==> config.mk <==
export PLATFORM = sky130hd
export DESIGN_NAME = tve_ctrl
export DESIGN_NICKNAME = d
export VERILOG_FILES = /design/src/hdl/assert_macros.svh /design/src/hdl/tve_pkg.sv /design/src/hdl/tve_ctrl.sv
export SDC_FILE = /design/constraint.sdc
export NUM_CORES = 1
export LEC_CHECK = 0
export ABC_AREA = 1
export BUFFER_PORTS_ARGS = -buffer_cell sky130_fd_sc_hd__buf_2
export CAP_MARGIN = 20
export CORE_MARGIN = 4
export CORE_UTILIZATION = 45
export DETAILED_ROUTE_END_ITERATION = 12
export PLACE_DENSITY = 0.72
export SLEW_MARGIN = 40
export SYNTH_ARGS = -nofsm -noshare
export SYNTH_HDL_FRONTEND = slang
export SYNTH_SLANG_ARGS = --single-unit
==> constraint.sdc <==
create_clock -name clk_i -period 2.44 [get_ports clk_i]
set_input_delay 0.488 -clock clk_i [delete_from_list [all_inputs] [get_ports clk_i]]
set_output_delay 0.488 -clock clk_i [all_outputs]
set_load 0.01 [all_outputs]
==> src/hdl/assert_macros.svh <==
`ifndef ASSERT_MACROS_SVH
`define ASSERT_MACROS_SVH

// Checked property, skipped while reset is asserted
`define TVE_ASSERT(lbl, prop, msg) \
  lbl: assert property (@(posedge clk_i) disable iff (!rst_ni) (prop)) else $error(msg);

// Checked property, also during reset
`define TVE_ASSERT_ALWAYS(lbl, prop, msg) \
  lbl: assert property (@(posedge clk_i) (prop)) else $error(msg);

`endif

==> src/hdl/tve_pkg.sv <==
`default_nettype none
package tve_pkg;

  localparam int NUM_DEVICES = 2;
  localparam int DEV_W       = 1;
  localparam int CFG_IDX_W   = 2;
  localparam int CFG_DATA_W  = 32;

  // Register indexes
  localparam logic [CFG_IDX_W-1:0] CFG_TAU    = 2'd0;
  localparam logic [CFG_IDX_W-1:0] CFG_DT_MIN = 2'd1;
  localparam logic [CFG_IDX_W-1:0] CFG_DT_MAX = 2'd2;

  localparam logic [23:0] TAU_RESET    = 24'd50000;
  localparam logic [31:0] DT_MIN_RESET = 32'd2000000;
  localparam logic [31:0] DT_MAX_RESET = 32'd50000000;

  localparam logic [29:0] NS_PER_S  = 30'd1000000000;
  localparam logic [9:0]  NS_PER_US = 10'd1000;

  // Shared divider geometry
  localparam int DIV_NUM_W = 64;
  localparam int DIV_DEN_W = 34;
  localparam int DIV_CNT_W = $clog2(DIV_NUM_W + 1);

  // Datapath operations issued by the controller
  typedef enum logic [3:0] {
    OP_NONE,
    OP_LOAD,
    OP_CHECK,
    OP_DIV_R,
    OP_ALPHA1,
    OP_ALPHA2,
    OP_ALPHA3,
    OP_DIFF,
    OP_MUL,
    OP_DIV_V,
    OP_LV,
    OP_PROD,
    OP_UPD,
    OP_STORE
  } op_e;

  typedef struct packed {
    op_e        op;
    logic [1:0] axis;
  } cmd_t;

  typedef struct packed {
    logic gate;
    logic div_done;
    logic div_busy;
  } stat_t;

  // exp(-n), Q1.16
  function automatic logic [16:0] exp_int(input logic [3:0] n);
    logic [16:0] v;
    unique case (n)
      4'd0:  v = 17'd65536;
      4'd1:  v = 17'd24109;
      4'd2:  v = 17'd8869;
      4'd3:  v = 17'd3263;
      4'd4:  v = 17'd1200;
      4'd5:  v = 17'd442;
      4'd6:  v = 17'd162;
      4'd7:  v = 17'd60;
      4'd8:  v = 17'd22;
      4'd9:  v = 17'd8;
      4'd10: v = 17'd3;
      4'd11: v = 17'd1;
      4'd12: v = 17'd0;
      4'd13: v = 17'd0;
      4'd14: v = 17'd0;
      4'd15: v = 17'd0;
    endcase
    return v;
  endfunction

  // exp(-k/16), Q1.16
  function automatic logic [16:0] exp_frac(input logic [3:0] k);
    logic [16:0] v;
    unique case (k)
      4'd0:  v = 17'd65536;
      4'd1:  v = 17'd61565;
      4'd2:  v = 17'd57835;
      4'd3:  v = 17'd54331;
      4'd4:  v = 17'd51039;
      4'd5:  v = 17'd47947;
      4'd6:  v = 17'd45042;
      4'd7:  v = 17'd42313;
      4'd8:  v = 17'd39750;
      4'd9:  v = 17'd37341;
      4'd10: v = 17'd35079;
      4'd11: v = 17'd32954;
      4'd12: v = 17'd30957;
      4'd13: v = 17'd29081;
      4'd14: v = 17'd27319;
      4'd15: v = 17'd25664;
    endcase
    return v;
  endfunction

endpackage
`default_nettype wire

==> src/hdl/tve_ctrl.sv <==
`default_nettype none
module tve_ctrl (
  input  wire logic           clk_i,
  input  wire logic           rst_ni,
  input  wire logic           in_valid_i,
  output logic                in_ready_o,
  output logic                out_valid_o,
  input  wire logic           out_ready_i,
  input  wire tve_pkg::stat_t stat_i,
  output tve_pkg::cmd_t       cmd_o
);

  localparam logic [3:0] S_IDLE   = 4'd0;
  localparam logic [3:0] S_CHECK  = 4'd1;
  localparam logic [3:0] S_DECIDE = 4'd2;
  localparam logic [3:0] S_DIVR   = 4'd3;
  localparam logic [3:0] S_WAITR  = 4'd4;
  localparam logic [3:0] S_A1     = 4'd5;
  localparam logic [3:0] S_A2     = 4'd6;
  localparam logic [3:0] S_A3     = 4'd7;
  localparam logic [3:0] S_DIFF   = 4'd8;
  localparam logic [3:0] S_MUL    = 4'd9;
  localparam logic [3:0] S_DIVV   = 4'd10;
  localparam logic [3:0] S_WAITV  = 4'd11;
  localparam logic [3:0] S_LV     = 4'd12;
  localparam logic [3:0] S_PROD   = 4'd13;
  localparam logic [3:0] S_UPD    = 4'd14;
  localparam logic [3:0] S_STORE  = 4'd15;

  logic [3:0] state_q, state_d;
  logic [1:0] axis_q, axis_d;
  logic       out_valid_q, out_valid_d;
  logic       out_free;

  assign out_free = !out_valid_q || out_ready_i;

  // Sequencer
  always_comb begin
    state_d     = state_q;
    axis_d      = axis_q;
    out_valid_d = out_valid_q && !out_ready_i;
    cmd_o.op    = tve_pkg::OP_NONE;
    cmd_o.axis  = axis_q;
    unique case (state_q)
      S_IDLE: begin
        if (in_valid_i) begin
          cmd_o.op = tve_pkg::OP_LOAD;
          state_d  = S_CHECK;
        end
      end
      S_CHECK: begin
        cmd_o.op = tve_pkg::OP_CHECK;
        state_d  = S_DECIDE;
      end
      S_DECIDE: begin
        state_d = stat_i.gate ? S_DIVR : S_STORE;
      end
      S_DIVR: begin
        cmd_o.op = tve_pkg::OP_DIV_R;
        state_d  = S_WAITR;
      end
      S_WAITR: begin
        if (stat_i.div_done) begin
          state_d = S_A1;
        end
      end
      S_A1: begin
        cmd_o.op = tve_pkg::OP_ALPHA1;
        state_d  = S_A2;
      end
      S_A2: begin
        cmd_o.op = tve_pkg::OP_ALPHA2;
        state_d  = S_A3;
      end
      S_A3: begin
        cmd_o.op = tve_pkg::OP_ALPHA3;
        axis_d   = 2'd0;
        state_d  = S_DIFF;
      end
      S_DIFF: begin
        cmd_o.op = tve_pkg::OP_DIFF;
        state_d  = S_MUL;
      end
      S_MUL: begin
        cmd_o.op = tve_pkg::OP_MUL;
        state_d  = S_DIVV;
      end
      S_DIVV: begin
        cmd_o.op = tve_pkg::OP_DIV_V;
        state_d  = S_WAITV;
      end
      S_WAITV: begin
        if (stat_i.div_done) begin
          state_d = S_LV;
        end
      end
      S_LV: begin
        cmd_o.op = tve_pkg::OP_LV;
        state_d  = S_PROD;
      end
      S_PROD: begin
        cmd_o.op = tve_pkg::OP_PROD;
        state_d  = S_UPD;
      end
      S_UPD: begin
        cmd_o.op = tve_pkg::OP_UPD;
        if (axis_q == 2'd2) begin
          state_d = S_STORE;
        end else begin
          axis_d  = axis_q + 2'd1;
          state_d = S_DIFF;
        end
      end
      S_STORE: begin
        // wait for the output register to free up
        if (out_free) begin
          cmd_o.op    = tve_pkg::OP_STORE;
          out_valid_d = 1'b1;
          state_d     = S_IDLE;
        end
      end
      default: state_d = S_IDLE;
    endcase
  end

  always_ff @(posedge clk_i or negedge rst_ni) begin
    if (!rst_ni) begin
      state_q     <= S_IDLE;
      axis_q      <= 2'd0;
      out_valid_q <= 1'b0;
    end else begin
      state_q     <= state_d;
      axis_q      <= axis_d;
      out_valid_q <= out_valid_d;
    end
  end

  assign in_ready_o  = (state_q == S_IDLE);
  assign out_valid_o = out_valid_q;

endmodule
`default_nettype wire

# After elaboration in Yosys (flattened, before gate mapping)
# Cells that the tools add are included.
[totals]
out_inout_bits = 8
elab_cells = 47
input_bits = 7
regBits = 7
[op_classes]
eq_ne = 21
add_sub_neg = 1
n_reduce_logical = 8
n_mux = 14
[ops]
columns = ["op", "count"]
rows = [
  ["one-hot mux 4 bit (16 select lines)", 1],
  ["one-hot mux 4 bit (13 select lines)", 1],
  ["== test 4 bit (second input constant)", 8],
  ["two-way mux 4 bit", 6],
  ["== test 4 x 3 -> 1 bit (second input constant)", 4],
  ["inequality test 2 bit (second input constant)", 5],
  ["== test 4 x 2 -> 1 bit (second input constant)", 2],
  ["== test 4 x 1 -> 1 bit (second input constant)", 1],
  ["zero test 4 bit", 1],
  ["one-hot mux 2 bit (2 select lines)", 1],
  ["AND reduction 4 bit", 1],
  ["two-way mux 1 bit", 3],
  ["two-way mux 3 bit", 1],
  ["adder 2 x 1 -> 2 bit (second input constant)", 1],
  ["== test 2 bit (second input constant)", 1],
  ["zero test 1 bit", 2],
  ["two-way mux 2 bit", 1],
  ["AND reduction 2 bit", 1],
  ["nonzero test 2 bit", 1],
  ["logical AND 1 bit", 1],
  ["logical OR 1 bit", 1],
]

# Depth between registers and ports, before layout
[logic_depth]
ltp_word = 4
mapped_depth = 9
depth_no_buf = 8

# Least setup slack after synthesis
# OpenSTA, ideal clock, no wires.
[synth_path]
kind = "reg2out"
startpoint = "reg state_q[2]"
endpoint = "out cmd_o[4] (netlist name)"
path_slack_ns = 0.937
path_buffers = 1
t_arrival_ns = 1.015
path_stages_with_launch = 8
t_required_ns = 1.952
cell_sequence = "dfrtp_1 > buf_4 > nand2_1 > inv_1 > nand2_1 > nor2_1 > nor2_1 > nand3_1"
[synth_lines]
columns = ["element", "line", "text"]
rows = [
  ["start: declaration", "tve_ctrl.sv:30", "logic [3:0] state_q, state_d;"],
  ["start signal: assignment", "tve_ctrl.sv:132", "state_q <= state_d;"],
  ["end: declaration", "tve_ctrl.sv:10", "output tve_pkg::cmd_t cmd_o"],
]

==> flow_metrics.py <==
metrics = {
    "worst_setup_path": {
        "crit_required_ns": 1.95,
        "crit_buf_inv": 3,
        "rr_endpoint": "axis_q[0]",
        "r2r_start": "state_q[0]",
        "crit_top_cell": "inv_1",
        "critPathMaxStageDelay_ns": 0.48,
        "crit_chain": "inv_1 > nor2_1 > nand2_1 > inv_1 > a21oi_1 > nand3_1 > buf_2",
        "cp_slowest_cell": "dfrtp_1",
        "critPathTopFamily": "flip-flops",
        "crit_type": "register to primary output",
        "crit_arrival_ns": 1.53,
        "crit_path_end_kind": "primary output",
        "critPathMaxFanout": 8,
        "reg2reg_depth": 6,
        "r2r_slack_ns": 1.09,
        "critPathLaunchType": "register",
    },
    "timing": {
        "worst_slew_pin_slew_ns": 0.3105,
        "fmax_mhz": 495.3,
        "hold_slack_ns": 0.05258,
        "drv_slew": 0,
        "hold_violations": 0,
        "post-route-period-util": 0.8275,
        "tns_ns": 0,
        "max_slew_margin": 0.7922,
        "setup_viol": 0,
        "fin_worst_skew_ns": 0.0009152,
        "rsz0062_at_grt": "false",
        "period_minus_slack_ns": 2.019,
    },
    "floorplanning": {
        "fp.dieW_um": 44.23,
        "start_util": 0.5043,
        "core_area_mm2": 0.001171,
        "ioPinCount": 15,
        "row_count": 12,
        "die_h_um": 44.23,
        "die_area_mm2": 0.001956,
    },
    "clocking": {
        "cts_setup_buffers": 0,
        "htreeDepth": 1,
        "postCtsResizedCells": 0,
        "cts_max_path_buffers": 2,
        "cts_tree": "built",
        "path_clk_slew_ns": 0.05,
        "cts-root-buf": "clkbuf_4",
        "cts.sinks": 7,
        "insertion_delay_ns": 0.25,
        "cts_buffers": 3,
        "cts_hold_buf": 0,
    },
    "power": {
        "ir_worst_vdd_mv": 0.6130,
        "leakagePower_uw": 0.0004197,
        "power.density_mw_per_mm2": 1415,
        "finalPower_uw": 952.4,
    },
    "placed_design": {
        "routabilityCongestion": 0.9306,
        "dp_cells": 122,
        "port_buffers": 13,
        "place_area_um2": 646.9,
        "dpl.hpwl_mm": 1.134,
    },
    "logic_synthesis": {
        "synth_seq_cells": 7,
        "ys_seq_area_frac": 0.2966,
        "ys.warnings.count": 0,
        "synth-main-ff-cell": "dfrtp_1",
        "async_flop_share": 1.000,
        "synth_top_area_frac": 0.2966,
        "synth_area_per_cell_um2": 6.026,
        "ys_types": 17,
        "synth_fp_nets": 106,
        "synth-edff-count": 0,
        "synth_commonest_cells": "31 x nand2_1, 15 x inv_1, 14 x nor2_1",
        "synth.area.top_cells": "dfrtp_1 30%, nand2_1 20%, nand3_1 11%",
        "synth_area_um2": 590.6,
        "netlist_instances": 98,
        "synthMostInstantiatedCell": "nand2_1",
        "synth_top_cell_by_area": "dfrtp_1",
    },
    "grt": {
        "grtUsageTotal": 0.1571,
        "grt_pass1_vias": 567,
        "grt_max_degree": 10,
        "grt_overflow": 0,
        "antenna_found_initial": 0,
        "grt_pass1_wl_mm": 2.228,
    },
    "cells_and_area": {
        "area_growth_pct": 13.98,
        "num_antenna_cells": 0,
        "drive_above_1_share": 0.1518,
        "fillCellCount": 118,
        "final_cell_area_um2": 673.1,
        "layout.cells.non_filler": 126,
        "nNetsFinal": 121,
    },
    "route": {
        "ant_nets": 0,
        "drc": 0,
        "post_drt_wl_per_cell_um": 10.90,
        "vias": 634,
        "drt_iter0_drc": 14,
        "drt_wl_total_mm": 1.373,
        "dr.pass1.iters": 4,
        "drt-vias-per-instance": 5.032,
    },
    "flow_run": {
        "drv_cap": 0,
    },
    "hold_path": {
        "hold_path_class": "input pin to asynchronous set/reset pin",
    },
    "status": {
        "status": "finished clean",
    },
}
[layout by cell type (no fill, tap or decap), drive strengths merged]
master	n
nand3	13
dfrtp	7
ha	1
o2111ai	1
a21oi	2
clkbuf	4
nand2	31
a22oi	1
nor2	15
o21ai	4
nand3b	1
a41oi	1
buf	13
nor3	2
inv	15
o21bai	1
[sequential cells by signal, summed over array words and instances (netlist names)]
signal / cells
axis_q: 2
out_valid_o: 1
state_q: 4
[per-layer routing]
layer  track usage  routed length, um  up-vias
met5             0                  0        -
met4       0.06024                 14        0
met3       0.06098                 77        2
met2        0.2587                634       16
met1        0.1823                647      274
li1              -                  -      342
[logic make-up (layout without fill, tap and decap cells)]
family	Yosys count	after routing	share of synthesized area
buf+inv	18	32	0.1398
simple gates	62	62	0.4364
compound gates	10	10	0.1059
fa+ha+maj	1	1	0.02118
flops	7	7	0.2966
[final cells by class]
cell class	count	area, um^2	area share
Inverter	15	56.30	0.08364
Tap cell	14	17.52	0.02602
Timing Repair Buffer	13	65.06	0.09665
Sequential cell	7	175.2	0.2602
Multi-Input combinational cell	73	332.8	0.4944
Clock buffer	4	26.28	0.03903
[metrics by stage]
stage / setup slack (ns) / utilization
floorplan: 0.9373 / -
global placement: 0.7012 / 0.5524
detailed placement: 0.6957 / 0.5524
CTS: 0.4112 / 0.5748
global route: 0.2585 / 0.5748
finish: 0.4209 / 0.5748
[power by group]
part           switching, uW  total, uW  internal (uW)
logic                    372        591            219
clock network           45.2        108           62.6
registers               84.7        254            169
[worst max path at each step]
| stage | depth (start not counted) | slack [ns] | to | startpoint |
|---|---|---|---|---|
| after floorplan | 7 | 0.94 | cmd_o[4] | state_q[2] |
| after detailed placement | 7 | 0.70 | cmd_o[3] | state_q[2] |
| after global placement | 7 | 0.70 | cmd_o[4] | state_q[0] |
| final | 7 | 0.42 | cmd_o[3] | state_q[2] |
| after global routing | 7 | 0.26 | cmd_o[3] | state_q[2] |
| after CTS | 7 | 0.41 | cmd_o[3] | state_q[2] |
No activity file was read; power rests on OpenSTA's default activity.
